$ cat config.mk
export PLATFORM = sky130hd
export DESIGN_NAME = circular_list_engine
export DESIGN_NICKNAME = d
export VERILOG_FILES = /design/src/hw/rtl/clist_pkg.sv /design/src/hw/rtl/clist_pool.sv /design/src/hw/rtl/clist_ctrl.sv /design/src/hw/rtl/circular_list_engine.sv
export SDC_FILE = /design/constraint.sdc
export NUM_CORES = 2
export LEC_CHECK = 0
export BUFFER_PORTS_ARGS = -buffer_cell sky130_fd_sc_hd__buf_2
export CORE_MARGIN = 8
export CORE_UTILIZATION = 44
export CTS_CLUSTER_DIAMETER = 200
export DETAILED_ROUTE_END_ITERATION = 8
export PLACE_DENSITY = 0.65
export SKIP_LAST_GASP = 1
export SYNTH_ARGS = -nofsm -noshare
export SYNTH_HDL_FRONTEND = slang
export SYNTH_SLANG_ARGS = --single-unit
$ cat constraint.sdc
create_clock -name clk -period 4.5 [get_ports clk]
set_input_delay 0.675 -clock clk [delete_from_list [all_inputs] [get_ports clk]]
set_output_delay 0.675 -clock clk [all_outputs]
set_load 0.1 [all_outputs]
$ cat src/hw/rtl/clist_pkg.sv
// shared types, widths and codes for the circular list engine
// no dependencies; used by clist_pool, clist_ctrl and circular_list_engine
`timescale 1ns / 1ps

package clist_pkg;

	localparam int SLOT_W       = 6;
	localparam int COUNT_W      = 7;
	localparam int DATA_W       = 32;
	localparam int DEF_CAPACITY = 64;

	localparam logic [2:0] OP_INS_HEAD  = 3'd0;
	localparam logic [2:0] OP_INS_TAIL  = 3'd1;
	localparam logic [2:0] OP_INS_AFTER = 3'd2;
	localparam logic [2:0] OP_DEL_HEAD  = 3'd3;
	localparam logic [2:0] OP_DEL_TAIL  = 3'd4;
	localparam logic [2:0] OP_DEL_KEY   = 3'd5;
	localparam logic [2:0] OP_SEARCH    = 3'd6;
	localparam logic [2:0] OP_TRAVERSE  = 3'd7;

	localparam logic [1:0] ST_OK        = 2'd0;
	localparam logic [1:0] ST_EMPTY     = 2'd1;
	localparam logic [1:0] ST_NOT_FOUND = 2'd2;
	localparam logic [1:0] ST_FULL      = 2'd3;

	typedef logic [SLOT_W-1:0]  slot_t;
	typedef logic [COUNT_W-1:0] count_t;
	typedef logic [DATA_W-1:0]  word_t;

	typedef struct packed {
		slot_t rd_addr;
		logic  val_we;
		slot_t val_addr;
		word_t val_data;
		logic  nxt_we;
		slot_t nxt_addr;
		slot_t nxt_data;
		logic  prv_we;
		slot_t prv_addr;
		slot_t prv_data;
		slot_t fs_rd_addr;
		logic  fs_we;
		slot_t fs_wr_addr;
		slot_t fs_wr_data;
	} pool_cmd_t;

	typedef struct packed {
		word_t val;
		slot_t nxt;
		slot_t prv;
		slot_t free_slot;
	} pool_rd_t;

endpackage

$ cat src/hw/rtl/clist_pool.sv
// node pool: value, next and prev memories plus the free slot stack
// depends on clist_pkg; driven by clist_ctrl
`timescale 1ns / 1ps

module clist_pool #(
	parameter int CAPACITY = clist_pkg::DEF_CAPACITY
) (
	input  logic                 clk,
	input  logic                 arst_n,
	input  clist_pkg::pool_cmd_t cmd,
	output clist_pkg::pool_rd_t  rd
);
	import clist_pkg::*;

	localparam int IW = (CAPACITY > 1) ? $clog2(CAPACITY) : 1;

	word_t val_mem [CAPACITY];
	slot_t nxt_mem [CAPACITY];
	slot_t prv_mem [CAPACITY];
	slot_t fs_mem  [CAPACITY];
	logic [CAPACITY-1:0] fs_vld_q;

	word_t val_q;
	slot_t nxt_q;
	slot_t prv_q;
	slot_t free_q;

	logic [IW-1:0] rd_idx;
	logic [IW-1:0] fs_rd_idx;

	assign rd_idx    = cmd.rd_addr[IW-1:0];
	assign fs_rd_idx = cmd.fs_rd_addr[IW-1:0];

	always_ff @(posedge clk) begin
		if (cmd.val_we) begin
			val_mem[cmd.val_addr[IW-1:0]] <= cmd.val_data;
		end
		if (cmd.nxt_we) begin
			nxt_mem[cmd.nxt_addr[IW-1:0]] <= cmd.nxt_data;
		end
		if (cmd.prv_we) begin
			prv_mem[cmd.prv_addr[IW-1:0]] <= cmd.prv_data;
		end
		if (cmd.fs_we) begin
			fs_mem[cmd.fs_wr_addr[IW-1:0]] <= cmd.fs_wr_data;
		end
		val_q  <= val_mem[rd_idx];
		nxt_q  <= nxt_mem[rd_idx];
		prv_q  <= prv_mem[rd_idx];
		free_q <= fs_vld_q[fs_rd_idx] ? fs_mem[fs_rd_idx] : SLOT_W'(fs_rd_idx);
	end

	// unwritten stack entries read as their own index
	always_ff @(posedge clk or negedge arst_n) begin
		if (!arst_n) begin
			fs_vld_q <= '0;
		end else if (cmd.fs_we) begin
			fs_vld_q[cmd.fs_wr_addr[IW-1:0]] <= 1'b1;
		end
	end

	assign rd.val       = val_q;
	assign rd.nxt       = nxt_q;
	assign rd.prv       = prv_q;
	assign rd.free_slot = free_q;

endmodule

$ cat src/hw/rtl/clist_ctrl.sv
// sequencer: walks the list one node per cycle with a single key comparator
// depends on clist_pkg; issues commands to clist_pool
`timescale 1ns / 1ps

module clist_ctrl #(
	parameter int CAPACITY = clist_pkg::DEF_CAPACITY
) (
	input  logic                        clk,
	input  logic                        arst_n,
	input  logic                        start,
	input  logic [2:0]                  op,
	input  logic signed [31:0]          key,
	input  logic signed [31:0]          value,
	output logic                        busy,
	output clist_pkg::pool_cmd_t        cmd,
	input  clist_pkg::pool_rd_t         rd,
	output logic                        valid,
	output logic [1:0]                  status,
	output logic signed [31:0]          data_out,
	output logic                        last
);
	import clist_pkg::*;

	localparam logic [2:0] S_IDLE   = 3'd0;
	localparam logic [2:0] S_TAIL   = 3'd1;
	localparam logic [2:0] S_FETCH  = 3'd2;
	localparam logic [2:0] S_FIND   = 3'd3;
	localparam logic [2:0] S_LINK1  = 3'd4;
	localparam logic [2:0] S_LINK2  = 3'd5;
	localparam logic [2:0] S_UNLINK = 3'd6;
	localparam logic [2:0] S_TRAV   = 3'd7;

	logic [2:0]  state_q;
	logic [2:0]  op_q;
	word_t       key_q;
	word_t       value_q;
	slot_t       head_q;
	count_t      count_q;
	slot_t       cur_q;
	count_t      step_q;
	slot_t       a_q;
	slot_t       p_q;
	slot_t       n_q;
	word_t       v_q;
	logic        valid_q;
	logic [1:0]  status_q;
	word_t       data_q;
	logic        last_q;

	logic   empty;
	logic   full;
	logic   match;
	logic   walk_end;
	count_t step_inc;
	count_t count_dec;
	slot_t  t_slot;

	assign empty     = (count_q == '0);
	assign full      = (count_q == COUNT_W'(CAPACITY));
	assign match     = (rd.val == key_q);
	assign step_inc  = step_q + COUNT_W'(1);
	assign count_dec = count_q - COUNT_W'(1);
	assign walk_end  = (step_inc == count_q);
	assign t_slot    = rd.free_slot;
	assign busy      = (state_q != S_IDLE);

	always_comb begin
		cmd            = '0;
		cmd.rd_addr    = head_q;
		cmd.fs_rd_addr = count_q[SLOT_W-1:0];
		cmd.fs_wr_addr = count_dec[SLOT_W-1:0];
		cmd.fs_wr_data = a_q;
		case (state_q)
			S_TAIL: begin
				cmd.rd_addr = rd.prv;
			end
			S_FIND, S_TRAV: begin
				cmd.rd_addr = rd.nxt;
			end
			S_LINK1: begin
				cmd.val_we   = 1'b1;
				cmd.val_addr = t_slot;
				cmd.val_data = value_q;
				cmd.nxt_we   = 1'b1;
				cmd.nxt_addr = t_slot;
				cmd.nxt_data = empty ? t_slot : n_q;
				cmd.prv_we   = 1'b1;
				cmd.prv_addr = t_slot;
				cmd.prv_data = empty ? t_slot : a_q;
			end
			S_LINK2: begin
				cmd.prv_we   = 1'b1;
				cmd.prv_addr = n_q;
				cmd.prv_data = t_slot;
				cmd.nxt_we   = 1'b1;
				cmd.nxt_addr = a_q;
				cmd.nxt_data = t_slot;
			end
			S_UNLINK: begin
				cmd.fs_we = 1'b1;
				if (count_q > COUNT_W'(1)) begin
					cmd.nxt_we   = 1'b1;
					cmd.nxt_addr = p_q;
					cmd.nxt_data = n_q;
					cmd.prv_we   = 1'b1;
					cmd.prv_addr = n_q;
					cmd.prv_data = p_q;
				end
			end
			default: begin
			end
		endcase
	end

	always_ff @(posedge clk or negedge arst_n) begin
		if (!arst_n) begin
			state_q <= S_IDLE;
			head_q  <= '0;
			count_q <= '0;
			valid_q <= 1'b0;
		end else begin
			valid_q <= 1'b0;
			case (state_q)
				S_IDLE: begin
					if (start) begin
						case (op)
							OP_INS_HEAD, OP_INS_TAIL: begin
								if (full) begin
									valid_q <= 1'b1;
								end else if (empty) begin
									state_q <= S_LINK1;
								end else begin
									state_q <= S_TAIL;
								end
							end
							OP_DEL_HEAD: begin
								if (empty) begin
									valid_q <= 1'b1;
								end else begin
									state_q <= S_FETCH;
								end
							end
							OP_DEL_TAIL: begin
								if (empty) begin
									valid_q <= 1'b1;
								end else begin
									state_q <= S_TAIL;
								end
							end
							OP_TRAVERSE: begin
								if (empty) begin
									valid_q <= 1'b1;
								end else begin
									state_q <= S_TRAV;
								end
							end
							default: begin
								if (empty) begin
									valid_q <= 1'b1;
								end else begin
									state_q <= S_FIND;
								end
							end
						endcase
					end
				end
				S_TAIL: begin
					state_q <= S_FETCH;
				end
				S_FETCH: begin
					state_q <= (op_q == OP_INS_HEAD || op_q == OP_INS_TAIL) ? S_LINK1 : S_UNLINK;
				end
				S_FIND: begin
					if (match) begin
						if (op_q == OP_INS_AFTER) begin
							if (full) begin
								valid_q <= 1'b1;
								state_q <= S_IDLE;
							end else begin
								state_q <= S_LINK1;
							end
						end else if (op_q == OP_DEL_KEY) begin
							state_q <= S_UNLINK;
						end else begin
							valid_q <= 1'b1;
							state_q <= S_IDLE;
						end
					end else if (walk_end) begin
						valid_q <= 1'b1;
						state_q <= S_IDLE;
					end
				end
				S_LINK1: begin
					if (empty) begin
						head_q  <= t_slot;
						count_q <= COUNT_W'(1);
						valid_q <= 1'b1;
						state_q <= S_IDLE;
					end else begin
						state_q <= S_LINK2;
					end
				end
				S_LINK2: begin
					if (op_q == OP_INS_HEAD) begin
						head_q <= t_slot;
					end
					count_q <= count_q + COUNT_W'(1);
					valid_q <= 1'b1;
					state_q <= S_IDLE;
				end
				S_UNLINK: begin
					if (count_q <= COUNT_W'(1)) begin
						head_q <= '0;
					end else if (a_q == head_q) begin
						head_q <= n_q;
					end
					count_q <= count_dec;
					valid_q <= 1'b1;
					state_q <= S_IDLE;
				end
				S_TRAV: begin
					valid_q <= 1'b1;
					if (walk_end) begin
						state_q <= S_IDLE;
					end
				end
				default: begin
					state_q <= S_IDLE;
				end
			endcase
		end
	end

	// operands, walk pointers and result word
	always_ff @(posedge clk) begin
		case (state_q)
			S_IDLE: begin
				op_q     <= op;
				key_q    <= key;
				value_q  <= value;
				cur_q    <= head_q;
				a_q      <= head_q;
				step_q   <= '0;
				data_q   <= '0;
				last_q   <= 1'b1;
				status_q <= full ? ST_FULL : ST_EMPTY;
			end
			S_TAIL: begin
				a_q <= rd.prv;
			end
			S_FETCH: begin
				p_q <= rd.prv;
				n_q <= rd.nxt;
				v_q <= rd.val;
			end
			S_FIND: begin
				data_q <= '0;
				last_q <= 1'b1;
				if (match) begin
					a_q      <= cur_q;
					p_q      <= rd.prv;
					n_q      <= rd.nxt;
					v_q      <= rd.val;
					status_q <= (op_q == OP_INS_AFTER && full) ? ST_FULL : ST_OK;
				end else begin
					cur_q    <= rd.nxt;
					step_q   <= step_inc;
					status_q <= ST_NOT_FOUND;
				end
			end
			S_LINK1, S_LINK2: begin
				status_q <= ST_OK;
				data_q   <= '0;
				last_q   <= 1'b1;
			end
			S_UNLINK: begin
				status_q <= ST_OK;
				data_q   <= v_q;
				last_q   <= 1'b1;
			end
			S_TRAV: begin
				status_q <= ST_OK;
				data_q   <= rd.val;
				last_q   <= walk_end;
				step_q   <= step_inc;
			end
			default: begin
			end
		endcase
	end

	assign valid    = valid_q;
	assign status   = status_q;
	assign data_out = data_q;
	assign last     = last_q;

endmodule

$ cat src/hw/rtl/circular_list_engine.sv
// circular doubly linked list engine over a pool of CAPACITY nodes
// empty-list answers and pool-full answers to head/tail inserts are given straight from idle;
// search, delete-by-key and insert-after walk from the head first; traverse one word per cycle
// one op at a time; busy stays high until the last word, set by the node-per-cycle list walk
// reset empties the list at once, no clearing pass; the receiver cannot stall results
`timescale 1ns / 1ps

module circular_list_engine #(
	parameter int CAPACITY = clist_pkg::DEF_CAPACITY
) (
	input  logic               clk,
	input  logic               arst_n,
	input  logic               start,
	output logic               busy,
	input  logic [2:0]         op,
	input  logic signed [31:0] key,
	input  logic signed [31:0] value,
	output logic               valid,
	output logic [1:0]         status,
	output logic signed [31:0] data_out,
	output logic               last
);
	import clist_pkg::*;

	pool_cmd_t cmd;
	pool_rd_t  rd;

	clist_ctrl #(
		.CAPACITY(CAPACITY)
	) u_ctrl (
		.clk     (clk),
		.arst_n  (arst_n),
		.start   (start),
		.op      (op),
		.key     (key),
		.value   (value),
		.busy    (busy),
		.cmd     (cmd),
		.rd      (rd),
		.valid   (valid),
		.status  (status),
		.data_out(data_out),
		.last    (last)
	);

	clist_pool #(
		.CAPACITY(CAPACITY)
	) u_pool (
		.clk   (clk),
		.arst_n(arst_n),
		.cmd   (cmd),
		.rd    (rd)
	);

	a_valid_has_cause: assert property (@(posedge clk) disable iff (!arst_n)
		valid |-> $past(busy || start))
		else $error("result word without an op in progress");

	a_busy_from_start: assert property (@(posedge clk) disable iff (!arst_n)
		$rose(busy) |-> $past(start))
		else $error("busy rose without start");

	a_more_words: assert property (@(posedge clk) disable iff (!arst_n)
		(valid && !last) |-> busy)
		else $error("non-final word but engine idle");

	a_error_zero_data: assert property (@(posedge clk) disable iff (!arst_n)
		(valid && status != ST_OK) |-> (data_out == '0))
		else $error("error status with nonzero data");

endmodule
### Word level (Yosys, flattened, before mapping)

Memories as Yosys holds them, arrays and structs flattened. A register that Yosys moved wholly into a read port is not among the register bits.
Index checks and enable logic that the tools add are counted.

* register bits: 252
* memory bits (writable): 3200
* input bits: 70
* output and inout bits: 37
* logic and storage cells: 160
* memories kept: 4

Memories
* u_pool.val_mem: depth 64, bits a word 32, rd ports 1, clocked after Yosys merged registers in 1, write ports 1, line clist_pool.sv:17 `word_t val_mem [CAPACITY];`
* u_pool.fs_mem: depth 64, bits a word 6, rd ports 1, clocked after Yosys merged registers in 0, write ports 1, line clist_pool.sv:20 `slot_t fs_mem [CAPACITY];`
* u_pool.nxt_mem: depth 64, bits a word 6, rd ports 1, clocked after Yosys merged registers in 1, write ports 1, line clist_pool.sv:18 `slot_t nxt_mem [CAPACITY];`
* u_pool.prv_mem: depth 64, bits a word 6, rd ports 1, clocked after Yosys merged registers in 1, write ports 1, line clist_pool.sv:19 `slot_t prv_mem [CAPACITY];`

* add/subtract/negate cells: 3
* order comparisons: 5
* equal/unequal tests: 29
* muxes and demuxes: 70
* bitwise logic cells: 1
* reductions and logical operators: 30

Operator list (number)
* case mux 32 bit (3 select lines): 1
* case mux 26 bit (3 select lines): 1
* 2-to-1 mux 6 bit: 11
* OR 64 bit: 1
* case mux 32 bit (2 select lines): 1
* case mux 6 bit (2 select lines): 4
* case mux 7 bit (3 select lines): 2
* 2-to-1 mux 3 bit: 13
* 2-to-1 mux 39 bit: 1
* case mux 6 bit (3 select lines): 2
* equality test 32 bit: 1
* 2-to-1 mux 32 bit: 1
* 2-to-1 mux 26 bit: 1
* equality test 3 bit (second input constant): 7
* case mux 3 bit (7 select lines): 1
* 2-to-1 mux 1 bit: 19
* nonzero test 3 bit: 6
* inequality test 3 bit (second input constant): 5
* adder 7 x 1 -> 7 bit (second input constant): 2
* < comparator 6 x 7 -> 1 bit (second input constant): 2
* 2-to-1 mux 7 bit: 2
* equality test 3 x 2 -> 1 bit (second input constant): 4
* case mux 3 bit (4 select lines): 1
* AND reduction 2 bit: 5
* other kinds (28): 44

### Depth between registers and ports, before layout

* word-level depth: 6
* depth in mapped cells: 15
* depth with buffers taken out: 8

### Modules after synthesis

Synthesis repeated with hierarchy kept, for this count alone.

* cell total of the unflattened synthesis: 5784
* area total of the unflattened synthesis: 134357.6 um^2

By module, submodules not included
* clist_pool: instances 1, cells each 5183, area an instance 126095.9 um^2, sequential area each 98694.7 um^2
* clist_ctrl: instances 1, cells each 601, area an instance 8261.7 um^2, sequential area each 5380.2 um^2

### Worst setup path after synthesis

Ideal clock, no wire load.

* path kind: register to register
* from: reg u_ctrl.count_q[1]
* to: mem u_pool.nxt_mem[0][4] (netlist name), data pin
* library setup time: 366 ps
* data arrival time: 3958 ps
* required time: 4134 ps
* path slack: 176 ps
* stages on the path, launching flop included: 14
* path buffers: 7
* period minus slack after synthesis: 4324 ps
* cells stage by stage: dfrtp_1 -> clkbuf_1 -> buf_1 -> clkbuf_1 -> buf_1 -> inv_1 -> ha_1 -> o21ai_0 -> o21a_1 -> clkbuf_1 -> clkbuf_1 -> or2_2 -> clkbuf_1 -> a22o_1

RTL lines
* start: declaration: line clist_ctrl.sv:38 `count_t count_q;`
* start signal: assignment: line clist_ctrl.sv:207 `count_q <= count_q + COUNT_W'(1);`
* start signal: assignment: line clist_ctrl.sv:217 `count_q <= count_dec;`
* end: declaration: line clist_pool.sv:18

### Final worst setup path

* from: reg u_ctrl.state_q[2]
* to: reg u_pool.val_q[19] (read register of u_pool.val_mem)

* word-level cells in the longest chain between the ends: 3
* elaborated cells on any way between the ends: 5
* those cells by class: eq/ne (3); mux (1); reduce/logical (1)

RTL lines
* start: declaration: line clist_ctrl.sv:33 `logic [2:0] state_q;`
* start signal: assignment: line clist_ctrl.sv:171 `state_q <= (op_q == OP_INS_HEAD || op_q == OP_INS_TAIL) ? S_LINK1 : S_UNLINK;`
* equality test 3 bit / equality test 3 x 2 -> 1 bit (equally long branches): line clist_ctrl.sv:73 `case (state_q)`
* OR reduction 2 bit: line clist_ctrl.sv:73
* case mux 6 bit (2 select lines) (*): line clist_ctrl.sv:73
* end: declaration: line clist_pool.sv:23 `word_t val_q;`

Every way passes the cells marked *; elsewhere a longest branch is shown, timed or not.
A chain may end at the register's enable or synchronous reset.

==> metrics.txt <==
final setup fails=0; H-Tree Depth=5; Worst Path Arrival=around 5.3 ns; Seq pwr share=between 30% and 40%; post-synth cell types=84; Worst Hold Depth=1; critical path cell sequence=nor3b_2 -> nor4_4 -> buf_12 -> buf_12 -> buf_12 -> a21oi_1 -> a221oi_1 -> nor3_1 -> a2111oi_1 -> or4_1; Switch Pwr=51800 µW; Slew HR=11.8%; Post-layout nets=around 9600; P&R area growth vs syn=14.0%; clk_lat worst skew=0.90 ns; CP max FO=37; initial core utilization=approximately 44%; CP Launch Point=u_ctrl.state_q[2]$_DFFE_PN0P_; TritonCTS Sinks=roughly 3500; core region area=around 310000 µm²; Chip Width=a little under 600 µm; register clock-pin slew on the reported worst setup and hold paths=around 0.060 ns; family with the most delay on the worst path=simple AND/OR/NAND/NOR gates; Setup crit end kind=register; Ys Warns=0; Switching Share=around two fifths; Vias=roughly 86000; CTS Root Cell=clkbuf_16; crit-path max cell delay=between 0.9 and 1 ns; Internal=~72000 µW; Post-Route Skew=0.0548 ns; Synth Instances=just over 9000; Die ar.=about 330000 µm²; Syn Area/Cell=around 15 µm²; drt via density=between 6 and 7; Worst R2R Setup Slack=~0.022 ns; Die Y=about 580 µm; share of cells above drive strength 1=about 15%; reg2reg start=u_ctrl.state_q[2]$_DFFE_PN0P_; num rows=206; 1st-pass router iterations=6; worst reg2reg path depth=10; Top cell by count, worst path=buf_12; Clock Path Buffers=4; CP startpoint kind=register; largest net degree at the start of global routing=about 110; Detailed Route WL=415000 µm; hold crit path type=input pin to register; maxcap violations=0; Max Fclk=approximately 220 MHz; Mapped Area=around 140000 µm²; io pins=107; CP max stage cell=nor4_4; Critical Path Sink=u_pool.val_q[19]$_DFF_P_; Pleak=approximately 0.054 µW; Setup Crit Path Kind=register to register; first-pass GRT wire length=between 500000 and 600000 µm; GRT Resource Usage Total=between 20% and 30%; fillers=approximately 25000; number of synthesized flops with an enable pin=3365; CP bufs+invs=3; setup_tns=0 ns; CTS tree=done; Area after DPL=around 150000 µm²; commonest cells after routing, fill and taps aside=3365 x edfxtp_1, 1549 x nand2_1, 732 x mux2i_1, 694 x nand3_1, 386 x buf_4; FF-to-FF End=u_pool.val_q[19]$_DFF_P_; Crit path required time=5.33 ns; PwrDens=~780 nW/µm²; Post-Syn Nets=roughly 9200; Main synth FF type=edfxtp_1; period utilization=between 90% and 100%; ANT nets after route=0; Logic pwr share=44.3%; Num CTS Buffers=about 340; drc violations=0; Hold Fails Final Rpt=0; Crit path depth=10; Max Slew Vio Count=0; ys async rst share=2.32%; area taken by multi-input logic gates=about 33000 µm²; initial antenna violation count=14; Tmin final=roughly 4.5 ns; status=completed; most common cell after layout, fill and taps aside=edfxtp_1; per-cell routed wire length=a little under 30 µm; clock power share=a little over a fifth; Finished Cell Area=159000 µm²; Max VDD drop=about 0.86 mV; total grt overflow=0; IO buf count=around 110; routability cong.=0.933; post-synthesis register bit count=3496; RSZ-0062 raised after global routing=no; register area share after synthesis=74.8%; register area=104000 µm²; post-detail-place hpwl=around 250000 µm; vias in the first global route=between 80000 and 90000; Starting DRT DRC Count=12900; actual slew at the worst max-slew pin=roughly 1.3 ns
-- worst register-to-register path: cells and delay by family, from the launching register on --
kind | cells | cell delay (ns)
buf+inv | 3 | 0.91
simple gates | 4 | 1.60
compound gates | 3 | 1.40
flops | 1 | 0.54
-- sequential cells by signal, summed over array words and instances, names as in the netlist, 64 cells and up --
signal	cells
u_pool.fs_mem	384
u_pool.fs_vld_q	64
u_pool.val_mem	2048
u_pool.nxt_mem	384
u_pool.prv_mem	384
-- timing repair --
item	4_1_cts	5_1_grt
hold buffers	66	0
pin swaps	0	1
setup buffers	0	1
gates resized for setup	1	3
endpoints found under the setup margin	1	26
hold endpoints to repair	113	0
-- logic make-up after synthesis --
| group | after synthesis | synth area share (%) |
|---|---|---|
| multiplexers | 935 | 8.08 |
| AO/OA/AOI/OAI | 976 | 5.16 |
| AND/OR/NAND/NOR | 3004 | 9.49 |
| adder cells (fa/ha/maj) | 5 | 0.0450 |
| buffers and inverters | 620 | 2.04 |
| XOR/XNOR | 58 | 0.365 |
| flip-flops | 3496 | 74.8 |
-- layout make-up --
class / instances / share of cell area, %
Tap cell: 4160 / 3.28
Antenna cell: 12 / 0.0189
Multi-Input combinational cell: 4978 / 20.8
Sequential cell: 3496 / 65.6
Timing Repair Buffer: 635 / 3.56
Clock buffer: 439 / 5.74
Inverter: 47 / 0.111
Clock inverter: 169 / 0.875
-- how the worst min path moves through the flow --
stage / startpoint / to / slack [ns]
floorplan: arst_n / u_ctrl.count_q[0]$_DFFE_PN0P_ / 0.38
global placement: u_pool.fs_vld_q[34]$_DFFE_PN0P_ / u_pool.fs_vld_q[34]$_DFFE_PN0P_ / 0.44
detailed placement: u_pool.fs_vld_q[46]$_DFFE_PN0P_ / u_pool.fs_vld_q[46]$_DFFE_PN0P_ / 0.45
CTS: op[2] / u_ctrl.op_q[2]$_DFFE_PP_ / 0.02
global route: op[2] / u_ctrl.op_q[2]$_DFFE_PP_ / 0.07
finish: op[2] / u_ctrl.op_q[2]$_DFFE_PP_ / 0.09
-- metrics by stage --
stage | instances | total power (µW) | utilization [%] | worst slack [ns] | hold slack, ns
global placement | 13200 | 95200 | 46.8 | -0.150 | 0.445
detailed placement | 13200 | 95800 | 46.8 | -0.0810 | 0.448
floorplan | 9094 | 72900 | - | 0.176 | 0.379
CTS | 13900 | 123000 | 50.4 | 0.0151 | 0.0238
global route | 13900 | 127000 | 50.4 | 0.0180 | 0.0667
finish | 13900 | 124000 | 50.4 | 0.0221 | 0.0901
-- per-layer routing --
layer | GRT usage, % | vias to the layer above | routed length (µm)
met4 | 11.1 | 6 | 22500
met5 | 0 | - | 47
met3 | 5.00 | 975 | 45900
met1 | 33.1 | 43700 | 160000
met2 | 36.8 | 5372 | 187000
li1 | - | 35800 | -
-- cells in the mapped netlist (all sizes together) (8+ instances only) --
master,instances,area [µm²]
edfxtp,3365,101000
nand2,1554,5830
mux2i,732,7330
nand3,694,3470
nor2,380,1450
buf,368,1890
clkbuf,205,769
mux4,145,3270
a21oi,138,691
nand4,114,713
o21ai,106,531
a31oi,88,551
dfrtp,81,2030
o22ai,78,488
and3,75,469
o221ai,70,613
or2,70,438
a32oi,65,569
mux2,58,653
a311oi,51,447
dfxtp,50,1000
o211ai,48,360
xnor2,48,420
inv,46,173
a211oi,41,308
a22o,39,342
o2111ai,36,315
nor3,35,196
o41ai,35,307
o41a,31,349
a22oi,19,143
a221oi,16,140
o31ai,15,113
or4,15,113
nand2b,14,87.6
nor4,12,126
a2111oi,10,87.6
a311o,10,100
o22a,10,87.6
xor2,10,87.6
a211o,9,78.8
a222oi,9,90.1
nor2b,9,56.3
a21o,8,60.1
-- power groups by stage --
stage | registers [µW] | clock network, µW | logic [µW]
2_1_floorplan | 42600 | 0 | 30300
3_3_place_gp | 42200 | 0 | 53000
3_5_place_dp | 42300 | 0 | 53600
4_1_cts | 41600 | 27500 | 53800
5_1_grt | 41700 | 28700 | 56900
6_report | 41700 | 27300 | 54800
Note: power is estimated with default switching activity, not from simulation.
